`src/design/photocathode_pixel_qe_mapper_defines.svh`:
```
// Assertion macros shared by the photocathode pixel mapper RTL.
`ifndef PHOTOCATHODE_PIXEL_QE_MAPPER_DEFINES_SVH
`define PHOTOCATHODE_PIXEL_QE_MAPPER_DEFINES_SVH

// Same-cycle implication, checked outside reset.
`define PQM_ASSERT_NOW(label, clk, rst, ante, cons, msg) \
   label: assert property (@(posedge clk) disable iff (rst) (ante) |-> (cons)) \
      else $error(msg);

// Next-cycle implication, checked outside reset.
`define PQM_ASSERT_NEXT(label, clk, rst, ante, cons, msg) \
   label: assert property (@(posedge clk) disable iff (rst) (ante) |=> (cons)) \
      else $error(msg);

`endif

```
`src/design/pqm_pkg.sv`:
```
// Package with the grid geometry and efficiency table of the pixel mapper.
`default_nettype none

package pqm_pkg;

   // Grid size and table length.
   localparam int PIXELS_PER_ROW    = 8;
   localparam int PIXEL_ROWS        = 8;
   localparam int EFFICIENCY_POINTS = 15;

   // Field widths.
   localparam int POS_W  = 18;
   localparam int EN_W   = 16;
   localparam int RND_W  = 16;
   localparam int EFF_W  = 17;
   localparam int CODE_W = 8;

   // Geometry in units of mm * 4096, scaled by N * 20 along an axis of N pixels.
   localparam int HALF_SIZE   = 100352;
   localparam int PITCH_UNIT  = 983;
   localparam int DEAD_UNIT   = 3;
   localparam int FRAC_SCALE  = 4096;
   localparam int PITCH       = PITCH_UNIT * FRAC_SCALE;
   localparam int ACT_COL     = (PITCH_UNIT - DEAD_UNIT * PIXELS_PER_ROW) * FRAC_SCALE;
   localparam int ACT_ROW     = (PITCH_UNIT - DEAD_UNIT * PIXEL_ROWS) * FRAC_SCALE;
   localparam int FAIL_OFFSET = 100;

   // Derived widths.
   localparam int SHIFT_W  = $clog2(2 * HALF_SIZE + 1);
   localparam int MAX_N    = (PIXELS_PER_ROW > PIXEL_ROWS) ? PIXELS_PER_ROW : PIXEL_ROWS;
   localparam int AXIS_M_W = $clog2(2 * HALF_SIZE * MAX_N * 20 + 1);
   localparam int COL_W    = (PIXELS_PER_ROW > 1) ? $clog2(PIXELS_PER_ROW) : 1;
   localparam int ROW_W    = (PIXEL_ROWS > 1) ? $clog2(PIXEL_ROWS) : 1;
   localparam int BIN_W    = $clog2(EFFICIENCY_POINTS);
   localparam int FULL_W   = $clog2(PIXELS_PER_ROW * PIXEL_ROWS + FAIL_OFFSET + 1);

   // Efficiency table: energy in eV * 4096, efficiency as a fraction * 65536.
   localparam logic [EN_W-1:0] ENERGY_PTS [EFFICIENCY_POINTS] = '{
      16'd7619,  16'd8028,  16'd8315,  16'd8724,  16'd9339,  16'd9708,
      16'd10158, 16'd10609, 16'd11100, 16'd12739, 16'd13804, 16'd15278,
      16'd16916, 16'd17981, 16'd19005
   };

   localparam logic [EFF_W-1:0] EFF_PTS [EFFICIENCY_POINTS] = '{
      17'd13,    17'd131,   17'd459,   17'd1311,  17'd2621,  17'd5243,
      17'd8520,  17'd11141, 17'd13107, 17'd17039, 17'd17695, 17'd18350,
      17'd14418, 17'd11796, 17'd6554
   };

endpackage

`default_nettype wire

```
`src/design/photocathode_pixel_qe_mapper.sv`:
```
// Photocathode pixel mapper: hit position to pixel code with efficiency test.
//
// Usage:
//   The req_ channel carries one photon hit per transfer: local x and y in mm
//   times 4096, photon energy in eV times 4096 and a 16-bit random draw. The
//   rsp_ channel returns one pixel code per hit, in order: 0 for a dead
//   strip, 1..64 for a pixel, plus 100 when the hit fails the efficiency test.
//   A transfer takes place at a rising edge with valid high and stall low.
//   Throughput is one hit per cycle while the receiver does not stall.
//   The block is a five-register pipeline: clamp and scale, grid and bin
//   search, dead-strip test and table lookup, three products, then the
//   final compare in the output register.
//   When the receiver stalls, the output register holds its result and the
//   earlier stages keep advancing into empty slots; req_stall rises only
//   when every stage holds a hit. Reset empties the pipeline; no result is
//   lost or repeated across a stall.
`default_nettype none

module photocathode_pixel_qe_mapper (
   input  wire logic                               clock,
   input  wire logic                               reset,
   input  wire logic                               req_valid,
   output logic                                    req_stall,
   input  wire logic signed [pqm_pkg::POS_W-1:0]   req_local_x,
   input  wire logic signed [pqm_pkg::POS_W-1:0]   req_local_y,
   input  wire logic        [pqm_pkg::EN_W-1:0]    req_photon_energy,
   input  wire logic        [pqm_pkg::RND_W-1:0]   req_random_draw,
   output logic                                    rsp_valid,
   input  wire logic                               rsp_stall,
   output logic             [pqm_pkg::CODE_W-1:0]  rsp_pixel_code
);

`include "photocathode_pixel_qe_mapper_defines.svh"

   // Stage enables.
   logic en1, en2, en3, en4, en5;

   // Stage 1 registers.
   logic                              s1_valid_ff;
   logic [pqm_pkg::AXIS_M_W-1:0]      s1_mx_ff, s1_my_ff, s1_mx_in, s1_my_in;
   logic [pqm_pkg::EN_W-1:0]          s1_energy_ff;
   logic [pqm_pkg::RND_W-1:0]         s1_rnd_ff;

   // Stage 2 registers.
   logic                              s2_valid_ff;
   logic [pqm_pkg::AXIS_M_W-1:0]      s2_mx_ff, s2_my_ff;
   logic [pqm_pkg::COL_W-1:0]         s2_col_ff, s2_col_in;
   logic [pqm_pkg::ROW_W-1:0]         s2_row_ff, s2_row_in;
   logic [pqm_pkg::BIN_W-1:0]         s2_bin_ff, s2_bin_in;
   logic                              s2_inbin_ff, s2_inbin_in;
   logic [pqm_pkg::EN_W-1:0]          s2_energy_ff;
   logic [pqm_pkg::RND_W-1:0]         s2_rnd_ff;

   // Stage 3 registers.
   logic                              s3_valid_ff;
   logic                              s3_dead_ff, s3_dead_in;
   logic [pqm_pkg::FULL_W-1:0]        s3_code_ff, s3_code_in;
   logic                              s3_inbin_ff;
   logic [pqm_pkg::EN_W-1:0]          s3_ediff_ff, s3_ediff_in;
   logic [pqm_pkg::EN_W-1:0]          s3_dp_ff, s3_dp_in;
   logic signed [pqm_pkg::EFF_W:0]    s3_dq_ff, s3_dq_in;
   logic [pqm_pkg::EFF_W-1:0]         s3_qk_ff, s3_qk_in;
   logic [pqm_pkg::RND_W-1:0]         s3_rnd_ff;

   // Stage 4 registers.
   localparam int RDP_W = pqm_pkg::RND_W + pqm_pkg::EN_W;
   localparam int QDP_W = pqm_pkg::EFF_W + pqm_pkg::EN_W;
   localparam int EDQ_W = pqm_pkg::EN_W + 1 + pqm_pkg::EFF_W + 1;
   localparam int CMP_W = EDQ_W + 1;
   logic                              s4_valid_ff;
   logic                              s4_dead_ff;
   logic [pqm_pkg::FULL_W-1:0]        s4_code_ff;
   logic                              s4_inbin_ff;
   logic [RDP_W-1:0]                  s4_rdp_ff, s4_rdp_in;
   logic [QDP_W-1:0]                  s4_qdp_ff, s4_qdp_in;
   logic signed [EDQ_W-1:0]           s4_edq_ff, s4_edq_in;

   // Output register.
   logic                              rsp_valid_ff;
   logic [pqm_pkg::CODE_W-1:0]        rsp_code_ff, rsp_code_in;

   // Each stage advances when its slot is empty or its successor advances.
   assign en5 = !rsp_valid_ff || !rsp_stall;
   assign en4 = !s4_valid_ff || en5;
   assign en3 = !s3_valid_ff || en4;
   assign en2 = !s2_valid_ff || en3;
   assign en1 = !s1_valid_ff || en2;
   assign req_stall = !en1;

   // Stage 1: clamp both coordinates, shift to the corner and scale by N * 20.
   always_comb begin
      logic signed [pqm_pkg::POS_W-1:0]  cx, cy;
      logic signed [pqm_pkg::POS_W:0]    sx, sy;
      cx = req_local_x;
      cy = req_local_y;
      if (req_local_x < -pqm_pkg::POS_W'(pqm_pkg::HALF_SIZE))
         cx = -pqm_pkg::POS_W'(pqm_pkg::HALF_SIZE);
      else if (req_local_x > pqm_pkg::POS_W'(pqm_pkg::HALF_SIZE))
         cx = pqm_pkg::POS_W'(pqm_pkg::HALF_SIZE);
      if (req_local_y < -pqm_pkg::POS_W'(pqm_pkg::HALF_SIZE))
         cy = -pqm_pkg::POS_W'(pqm_pkg::HALF_SIZE);
      else if (req_local_y > pqm_pkg::POS_W'(pqm_pkg::HALF_SIZE))
         cy = pqm_pkg::POS_W'(pqm_pkg::HALF_SIZE);
      sx = (pqm_pkg::POS_W+1)'(cx) + (pqm_pkg::POS_W+1)'(pqm_pkg::HALF_SIZE);
      sy = (pqm_pkg::POS_W+1)'(cy) + (pqm_pkg::POS_W+1)'(pqm_pkg::HALF_SIZE);
      s1_mx_in = pqm_pkg::AXIS_M_W'(sx[pqm_pkg::SHIFT_W-1:0])
                 * pqm_pkg::AXIS_M_W'(pqm_pkg::PIXELS_PER_ROW * 20);
      s1_my_in = pqm_pkg::AXIS_M_W'(sy[pqm_pkg::SHIFT_W-1:0])
                 * pqm_pkg::AXIS_M_W'(pqm_pkg::PIXEL_ROWS * 20);
   end

   always_ff @(posedge clock) begin
      if (reset) begin
         s1_valid_ff <= 1'b0;
      end else if (en1) begin
         s1_valid_ff <= req_valid;
      end
   end

   always_ff @(posedge clock) begin
      if (en1) begin
         s1_mx_ff     <= s1_mx_in;
         s1_my_ff     <= s1_my_in;
         s1_energy_ff <= req_photon_energy;
         s1_rnd_ff    <= req_random_draw;
      end
   end

   // Stage 2: column and row by comparing against pitch multiples, and the
   // efficiency bin by comparing against the table energies.
   always_comb begin
      s2_col_in   = '0;
      s2_row_in   = '0;
      s2_bin_in   = '0;
      s2_inbin_in = 1'b0;
      for (int k = 1; k < pqm_pkg::PIXELS_PER_ROW; k++) begin
         if (s1_mx_ff >= pqm_pkg::AXIS_M_W'(k * pqm_pkg::PITCH))
            s2_col_in = pqm_pkg::COL_W'(k);
      end
      for (int k = 1; k < pqm_pkg::PIXEL_ROWS; k++) begin
         if (s1_my_ff >= pqm_pkg::AXIS_M_W'(k * pqm_pkg::PITCH))
            s2_row_in = pqm_pkg::ROW_W'(k);
      end
      // Bins are disjoint: a bin holds energies above its lower point up to
      // and including its upper point.
      for (int k = 0; k < pqm_pkg::EFFICIENCY_POINTS - 1; k++) begin
         if (s1_energy_ff > pqm_pkg::ENERGY_PTS[k] &&
             s1_energy_ff <= pqm_pkg::ENERGY_PTS[k+1]) begin
            s2_bin_in   = pqm_pkg::BIN_W'(k);
            s2_inbin_in = 1'b1;
         end
      end
   end

   always_ff @(posedge clock) begin
      if (reset) begin
         s2_valid_ff <= 1'b0;
      end else if (en2) begin
         s2_valid_ff <= s1_valid_ff;
      end
   end

   always_ff @(posedge clock) begin
      if (en2) begin
         s2_mx_ff     <= s1_mx_ff;
         s2_my_ff     <= s1_my_ff;
         s2_col_ff    <= s2_col_in;
         s2_row_ff    <= s2_row_in;
         s2_bin_ff    <= s2_bin_in;
         s2_inbin_ff  <= s2_inbin_in;
         s2_energy_ff <= s1_energy_ff;
         s2_rnd_ff    <= s1_rnd_ff;
      end
   end

   // Stage 3: dead-strip test, pixel number and bin table lookup.
   always_comb begin
      logic [pqm_pkg::AXIS_M_W-1:0]  lim_x, lim_y;
      logic [pqm_pkg::BIN_W-1:0]     bin_hi;
      logic [pqm_pkg::EN_W-1:0]      p_lo, p_hi;
      logic [pqm_pkg::EFF_W-1:0]     q_hi;
      // A remainder equal to the active width still counts as active.
      lim_x = pqm_pkg::AXIS_M_W'(s2_col_ff) * pqm_pkg::AXIS_M_W'(pqm_pkg::PITCH)
              + pqm_pkg::AXIS_M_W'(pqm_pkg::ACT_COL);
      lim_y = pqm_pkg::AXIS_M_W'(s2_row_ff) * pqm_pkg::AXIS_M_W'(pqm_pkg::PITCH)
              + pqm_pkg::AXIS_M_W'(pqm_pkg::ACT_ROW);
      s3_dead_in = (s2_mx_ff > lim_x) || (s2_my_ff > lim_y);
      // Pixels are numbered from the top row down, left to right.
      s3_code_in = pqm_pkg::FULL_W'(pqm_pkg::PIXELS_PER_ROW)
                   * (pqm_pkg::FULL_W'(pqm_pkg::PIXEL_ROWS - 1) - pqm_pkg::FULL_W'(s2_row_ff))
                   + pqm_pkg::FULL_W'(s2_col_ff) + pqm_pkg::FULL_W'(1);
      bin_hi      = s2_bin_ff + pqm_pkg::BIN_W'(1);
      p_lo        = pqm_pkg::ENERGY_PTS[s2_bin_ff];
      p_hi        = pqm_pkg::ENERGY_PTS[bin_hi];
      s3_qk_in    = pqm_pkg::EFF_PTS[s2_bin_ff];
      q_hi        = pqm_pkg::EFF_PTS[bin_hi];
      s3_dp_in    = p_hi - p_lo;
      s3_ediff_in = s2_energy_ff - p_lo;
      s3_dq_in    = $signed({1'b0, q_hi}) - $signed({1'b0, s3_qk_in});
   end

   always_ff @(posedge clock) begin
      if (reset) begin
         s3_valid_ff <= 1'b0;
      end else if (en3) begin
         s3_valid_ff <= s2_valid_ff;
      end
   end

   always_ff @(posedge clock) begin
      if (en3) begin
         s3_dead_ff  <= s3_dead_in;
         s3_code_ff  <= s3_code_in;
         s3_inbin_ff <= s2_inbin_ff;
         s3_ediff_ff <= s3_ediff_in;
         s3_dp_ff    <= s3_dp_in;
         s3_dq_ff    <= s3_dq_in;
         s3_qk_ff    <= s3_qk_in;
         s3_rnd_ff   <= s2_rnd_ff;
      end
   end

   // Stage 4: the three products of the interpolation test.
   always_comb begin
      s4_rdp_in = RDP_W'(s3_rnd_ff) * RDP_W'(s3_dp_ff);
      s4_qdp_in = QDP_W'(s3_qk_ff) * QDP_W'(s3_dp_ff);
      s4_edq_in = EDQ_W'($signed({1'b0, s3_ediff_ff})) * EDQ_W'(s3_dq_ff);
   end

   always_ff @(posedge clock) begin
      if (reset) begin
         s4_valid_ff <= 1'b0;
      end else if (en4) begin
         s4_valid_ff <= s3_valid_ff;
      end
   end

   always_ff @(posedge clock) begin
      if (en4) begin
         s4_dead_ff  <= s3_dead_ff;
         s4_code_ff  <= s3_code_ff;
         s4_inbin_ff <= s3_inbin_ff;
         s4_rdp_ff   <= s4_rdp_in;
         s4_qdp_ff   <= s4_qdp_in;
         s4_edq_ff   <= s4_edq_in;
      end
   end

   // Stage 5: the hit fails when draw * dp exceeds q * dp + (E - p) * dq.
   always_comb begin
      logic signed [CMP_W-1:0]     lhs, rhs;
      logic                        fail;
      logic [pqm_pkg::FULL_W-1:0]  full;
      lhs  = $signed(CMP_W'(s4_rdp_ff));
      rhs  = $signed(CMP_W'(s4_qdp_ff)) + CMP_W'(s4_edq_ff);
      fail = s4_inbin_ff && (lhs > rhs);
      full = s4_code_ff + (fail ? pqm_pkg::FULL_W'(pqm_pkg::FAIL_OFFSET)
                                : pqm_pkg::FULL_W'(0));
      rsp_code_in = s4_dead_ff ? '0 : full[pqm_pkg::CODE_W-1:0];
   end

   always_ff @(posedge clock) begin
      if (reset) begin
         rsp_valid_ff <= 1'b0;
      end else if (en5) begin
         rsp_valid_ff <= s4_valid_ff;
      end
   end

   always_ff @(posedge clock) begin
      if (en5) begin
         rsp_code_ff <= rsp_code_in;
      end
   end

   assign rsp_valid      = rsp_valid_ff;
   assign rsp_pixel_code = rsp_code_ff;

   // A full pipeline is the only reason to hold off the sender.
   `PQM_ASSERT_NOW(a_stall_only_when_full, clock, reset, req_stall, s1_valid_ff && s4_valid_ff && rsp_valid_ff, "input stalled with an empty stage")
   // A hit leaving stage 4 lands in the output register.
   `PQM_ASSERT_NEXT(a_handoff, clock, reset, s4_valid_ff && en5, rsp_valid_ff, "result lost between stage 4 and output")
   // A dead-strip hit always reports code zero.
   `PQM_ASSERT_NEXT(a_dead_zero, clock, reset, s4_valid_ff && s4_dead_ff && en5, rsp_pixel_code == '0, "dead strip gave nonzero code")

endmodule

`default_nettype wire

```
`config.mk`:
```
export PLATFORM = sky130hd
export DESIGN_NAME = photocathode_pixel_qe_mapper
export DESIGN_NICKNAME = d
export VERILOG_FILES = /design/src/design/pqm_pkg.sv /design/src/design/photocathode_pixel_qe_mapper.sv
export VERILOG_INCLUDE_DIRS = /design/src /design/src/design
export SDC_FILE = /design/constraint.sdc
export NUM_CORES = 2
export LEC_CHECK = 0
export BUFFER_PORTS_ARGS = -buffer_cell sky130_fd_sc_hd__buf_2
export CORE_MARGIN = 10
export CORE_UTILIZATION = 50
export CTS_BUF_LIST = sky130_fd_sc_hd__clkbuf_8
export DETAILED_ROUTE_END_ITERATION = 12
export PLACE_DENSITY = 0.69
export SYNTH_ARGS = -nofsm -noshare
export SYNTH_HDL_FRONTEND = slang
export SYNTH_SLANG_ARGS = --single-unit
```
`constraint.sdc`:
```
create_clock -name clock -period 17.24 [get_ports clock]
set_input_delay 1.724 -clock clock [delete_from_list [all_inputs] [get_ports clock]]
set_output_delay 1.724 -clock clock [all_outputs]
set_load 0.01 [all_outputs]
```
# Yosys cells after proc, flatten, opt, wreduce, memory -nomap -nowiden
# Memory sizes are Yosys's and may differ from the RTL's.
# Index checks and enable logic that the tools add are counted.
# totals
ff_bits	371
latch_bits	0
mem_bits_rw	0
romBits	1056
in_bits	72
output_inout_bits	10
word_cells	188
memories	4
# op_classes
n_addsub	13
mul	7
n_div	0
magnitude_cmp	51
eq_ne	0
shifts	0
n_mux	38
bitwise	2
reduce_logical	35
# mem_list
name	depth	word_bits	rd	rd_clocked_by_memory_dff	write_ports	line	source
(no name shown)	16	17	1	0	0	photocathode_pixel_qe_mapper.sv:196	q_hi = pqm_pkg::EFF_PTS[bin_hi];
(no name shown)	16	17	1	0	0	photocathode_pixel_qe_mapper.sv:195	s3_qk_in = pqm_pkg::EFF_PTS[s2_bin_ff];
(no name shown)	16	16	1	0	0	photocathode_pixel_qe_mapper.sv:194	p_hi = pqm_pkg::ENERGY_PTS[bin_hi];
(no name shown)	16	16	1	0	0	photocathode_pixel_qe_mapper.sv:193	p_lo = pqm_pkg::ENERGY_PTS[s2_bin_ff];
# op_table
operator	n
> comparator 16 x 14 -> 1 bit (second input constant)	10
<= comparator 16 x 14 -> 1 bit (second input constant)	10
>= comparator 25 bit (second input constant)	6
>= comparator 25 x 24 -> 1 bit (second input constant)	4
2-to-1 mux 18 bit	4
2-to-1 mux 17 bit	4
2-to-1 mux 16 bit	4
adder 25 x 22 -> 25 bit (second input constant)	2
>= comparator 25 x 22 -> 1 bit (second input constant)	2
>= comparator 25 x 23 -> 1 bit (second input constant)	2
> comparator 25 bit	2
<= comparator 16 x 15 -> 1 bit (second input constant)	3
multiplier 18 x 3 -> 20 bit (second input constant)	2
adder 18 bit (second input constant)	2
adder 34 x 35 -> 36 bit	1
> comparator 18 bit (second input constant)	2
> comparator 33 x 36 -> 1 bit	1
less-than comparator 18 bit (second input constant)	2
multiplier 17 x 18 -> 35 bit	1
multiplier 17 x 16 -> 33 bit	1
> comparator 16 x 13 -> 1 bit (second input constant)	2
> comparator 16 x 15 -> 1 bit (second input constant)	2
multiplier 16 x 16 -> 32 bit	1
subtractor 16 bit	2
22 further kinds	74

# Longest topological paths before layout
# depth
word_depth	14
mapped_depth	26
ltp_nobuf	26

# Least setup slack after synthesis
# OpenSTA, ideal clock, no wires.
# synth_path
path_kind	register to register
start	reg s3_ediff_ff[10] (netlist name)
end	reg s4_edq_ff[34], data pin
setup_ns	0.190
arrival_ns	6.388
required_time_ns	17.050
slack_ns	10.662
path_stages_with_launch	22
n_path_buf	2
synth_period_minus_slack_ns	6.578
path_cell_list	edfxtp_1 clkbuf_1 clkbuf_1 nand2_1 fa_1 inv_1 fa_1 fa_1 fa_1 fa_1 inv_1 fa_1 inv_1 ha_1 nand3_1 or2_2 a2111oi_0 o31ai_2 a21oi_1 a221oi_2 mux2i_1 a2111oi_2
# synth_between
elab_chain_len	1
# synth_rtl
item	line	source
start: declaration	photocathode_pixel_qe_mapper.sv:59	logic [pqm_pkg::EN_W-1:0] s3_ediff_ff, s3_ediff_in;
start signal: assignment	photocathode_pixel_qe_mapper.sv:215	s3_ediff_ff <= s3_ediff_in;
multiplier 17 x 18 -> 35 bit	photocathode_pixel_qe_mapper.sv:227	s4_edq_in = EDQ_W'($signed({1'b0, s3_ediff_ff})) * EDQ_W'(s3_dq_ff);
via s4_edq_in[34]	photocathode_pixel_qe_mapper.sv:76	logic signed [EDQ_W-1:0] s4_edq_ff, s4_edq_in;
end signal: assignment	photocathode_pixel_qe_mapper.sv:245	s4_edq_ff <= s4_edq_in;
end: declaration	photocathode_pixel_qe_mapper.sv:76	
# The timed path passes the listed nets, and every way through them passes these cells.
# A chain may end at the register's enable or synchronous reset.

# Worst setup path after layout
# layout_path
start	reg s3_ediff_ff[2] (netlist name)
end	reg s4_edq_ff[34], data pin
# Same word-level chain as after synthesis.

==> impl_metrics.tcl <==
set metrics [dict create \
    status "complete, no violations" \
    ys_top_cells_by_count "inv_1, fa_1, nand2_1, ha_1, and2_1" \
    cts_inserted_buffers 70 \
    dieHeight_um 336 \
    post_cts_buffers 0 \
    yosysMostFrequentCell "inv_1" \
    cts_sinks 367 \
    final.setup.worst_slack_ps 9850 \
    ys_seq_area_share_pct 22.0 \
    drcViolationCount 0 \
    async_flop_share_pct 0 \
    grt_max_degree 73 \
    cts_resized 0 \
    insertion_delay_ps 680 \
    clockRootBuffer "clkbuf_8" \
    pin_count 82 \
    core_area_mm2 0.0986 \
    postCtsHoldBufs 0 \
    fin_setup_tns_ps 0 \
    syn_area_per_cell_um2 9.65 \
    crit_path_end_kind "register" \
    drt-pass1-iter-count 6 \
    cts_max_level 3 \
    dr_total_vias 35605 \
    start_kind "register" \
    ys_top_cells_by_area "fa_1, edfxtp_1, ha_1, inv_1, and2_1" \
    cts_max_path_buffers 3 \
    gp_congestion 0.923 \
    synth_top_area_share_pct 27.3 \
    rsz0062_at_grt "no" \
    area_delta_synth_final_pct 5.93 \
    netlist_instances 5158 \
    yosys.area.top_type "fa_1" \
    antenna_left 0 \
    cap_violations 0 \
    start_util_pct 50.5 \
    cts_tree "done" \
    ys_seq_elements 367 \
    use_met1_pct 25.5 \
    fmax_ghz 0.135 \
    dp_hpwl_mm 88.2 \
    drive_gt1_share_pct 5.25 \
    fp-row-count 115 \
    grt_overflow 0 \
    fp.dieArea_mm2 0.113 \
    period_minus_slack_ps 7390 \
    max-slew-margin-rel_pct 34.8 \
    maxSlewViolCount 0 \
    crit_type "reg2reg" \
    dp_slack_ps 9920 \
    grtUsageMet2_pct 35.7 \
    syn_area_mm2 0.0498 \
    tightestPinTransition_ps 953 \
    first_global_vias 37296 \
    die_w_um 336 \
    required_ps 17720 \
    skew_ps 41.2 \
    synth.yosys.warnings 0 \
    viasPerCell 5.47 \
    dr.first_iter.drc_count 2197 \
    synthFlopType "edfxtp_1" \
    worst-path-max-fanout 18 \
    wl_mm 112 \
    busiest_layer "met2" \
    hp-class "reg2reg" \
    grtUsageMet3_pct 2.91 \
    synth-edff-count 362 \
    grt_usage_pct 20.4 \
    setup_viol_count_final 0 \
    ys_types 91 \
    clkTransAtPathRegs_ps 70 \
    placed_cell_area_mm2 0.0514 \
    nFillCells 8764 \
    nets 6466 \
    syn-num-nets 6453 \
    fin_crit_sh_pct 42.8 \
    arrival_ps 7870 \
    antenna_found_initial 2 \
    hold_violations 0 \
    grt_pass1_wl_mm 188 \
    wire_per_inst_um 17.2 \
    design_area_mm2 0.0527 \
    io_buffers 81 \
]
-- stage by stage --
stage,instances,utilization [%],hold slack (ps)
after floorplan,5158,-,400
after global placement,6386,52.2,402
after detailed placement,6386,52.2,405
after CTS,6509,53.5,400
after global routing,6511,53.5,410
final,6512,53.5,396
-- sequential cells by signal, summed over array words and instances (netlist names), 18 cells and up --
register	count
s4_edq_ff	35
s4_qdp_ff	33
s4_rdp_ff	32
s1_mx_ff	20
s1_my_ff	20
s2_mx_ff	20
s2_my_ff	20
s3_dq_ff	18
-- layout make-up --
class	instances	area (um^2)	area share, %
antenna	3	7.51	0.0142
clock inverter	52	344	0.652
timing repair buffer	112	638	1.21
clock buffer	71	977	1.85
sequential	367	11000	20.8
multi-input combinational	3681	34700	65.7
inverter	939	3530	6.69
tap	1287	1610	3.05
-- layer usage --
layer  vias up  wire length (um)
li1      16777                 -
met1     17747             46800
met2       865             55700
met3       216              5560
met4         0              4130
met5         -                 0
-- critical path, stage by stage (launching register included) --
cell and delay, ps:
edfxtp_1 840, nand2_1 290, fa_1 610, inv_1 150
fa_1 590, fa_1 430, fa_1 480, fa_1 520
fa_1 490, ha_1 350, nand3_1 120, or2_2 310
a2111oi_0 840, o31ai_2 170, a21oi_1 390, a221oi_2 130
mux2i_1 150, a2111oi_2 330
-- worst paths after layout --
kind	start	to	slack [ps]	cells after the start
setup / recovery	s3_ediff_ff[2]$_DFFE_PP_	s4_edq_ff[34]$_DFFE_PP_	9850	17
hold / removal	s1_rnd_ff[8]$_DFFE_PN_	s2_rnd_ff[8]$_DFFE_PP_	400	0
setup reg to reg	s3_ediff_ff[2]$_DFFE_PP_	s4_edq_ff[34]$_DFFE_PP_	9850	17
hold reg to reg	s1_rnd_ff[8]$_DFFE_PN_	s2_rnd_ff[8]$_DFFE_PP_	400	0
-- placed cells by master (no fill, tap or decap), types with 9 or more instances in the layout --
cell type	netlist	routed
inv_1	938	953
a211oi_1	23	23
clkinv_1	1	12
a21o_1	94	94
xnor2_1	144	144
o211ai_1	15	15
a21oi_1	197	197
o31ai_1	14	14
nand3_1	45	44
nor2b_1	39	39
clkinv_2	0	13
o21bai_1	28	28
nand3b_1	9	9
clkbuf_8	0	71
xor2_1	65	65
a31o_2	12	12
nor2_1	198	198
or2_2	13	13
o21a_1	30	30
nand2_1	602	601
ha_1	543	543
nand2b_1	36	36
nor4_1	20	20
o21ai_0	140	140
and3_1	27	27
fa_1	680	680
nor3_1	49	49
nand4_1	28	28
a31oi_1	28	28
or3_1	23	23
buf_2	0	81
a21boi_0	11	11
buf_4	0	31
a211o_1	13	13
and2_1	374	374
edfxtp_1	362	362
-- cells by family after synthesis --
| logic type | Yosys count | share of synthesized area, % |
|---|---|---|
| simple gates | 1499 | 14.7 |
| flops | 367 | 22.0 |
| compound gates | 747 | 10.1 |
| fa+ha+maj | 1223 | 41.0 |
| xor+xnor | 209 | 3.68 |
| buf+inv | 1110 | 8.38 |
| mux | 3 | 0.0628 |
Power is not shown: default switching activity piles up to over one toggle a cycle in this logic, so the estimate is an artifact.
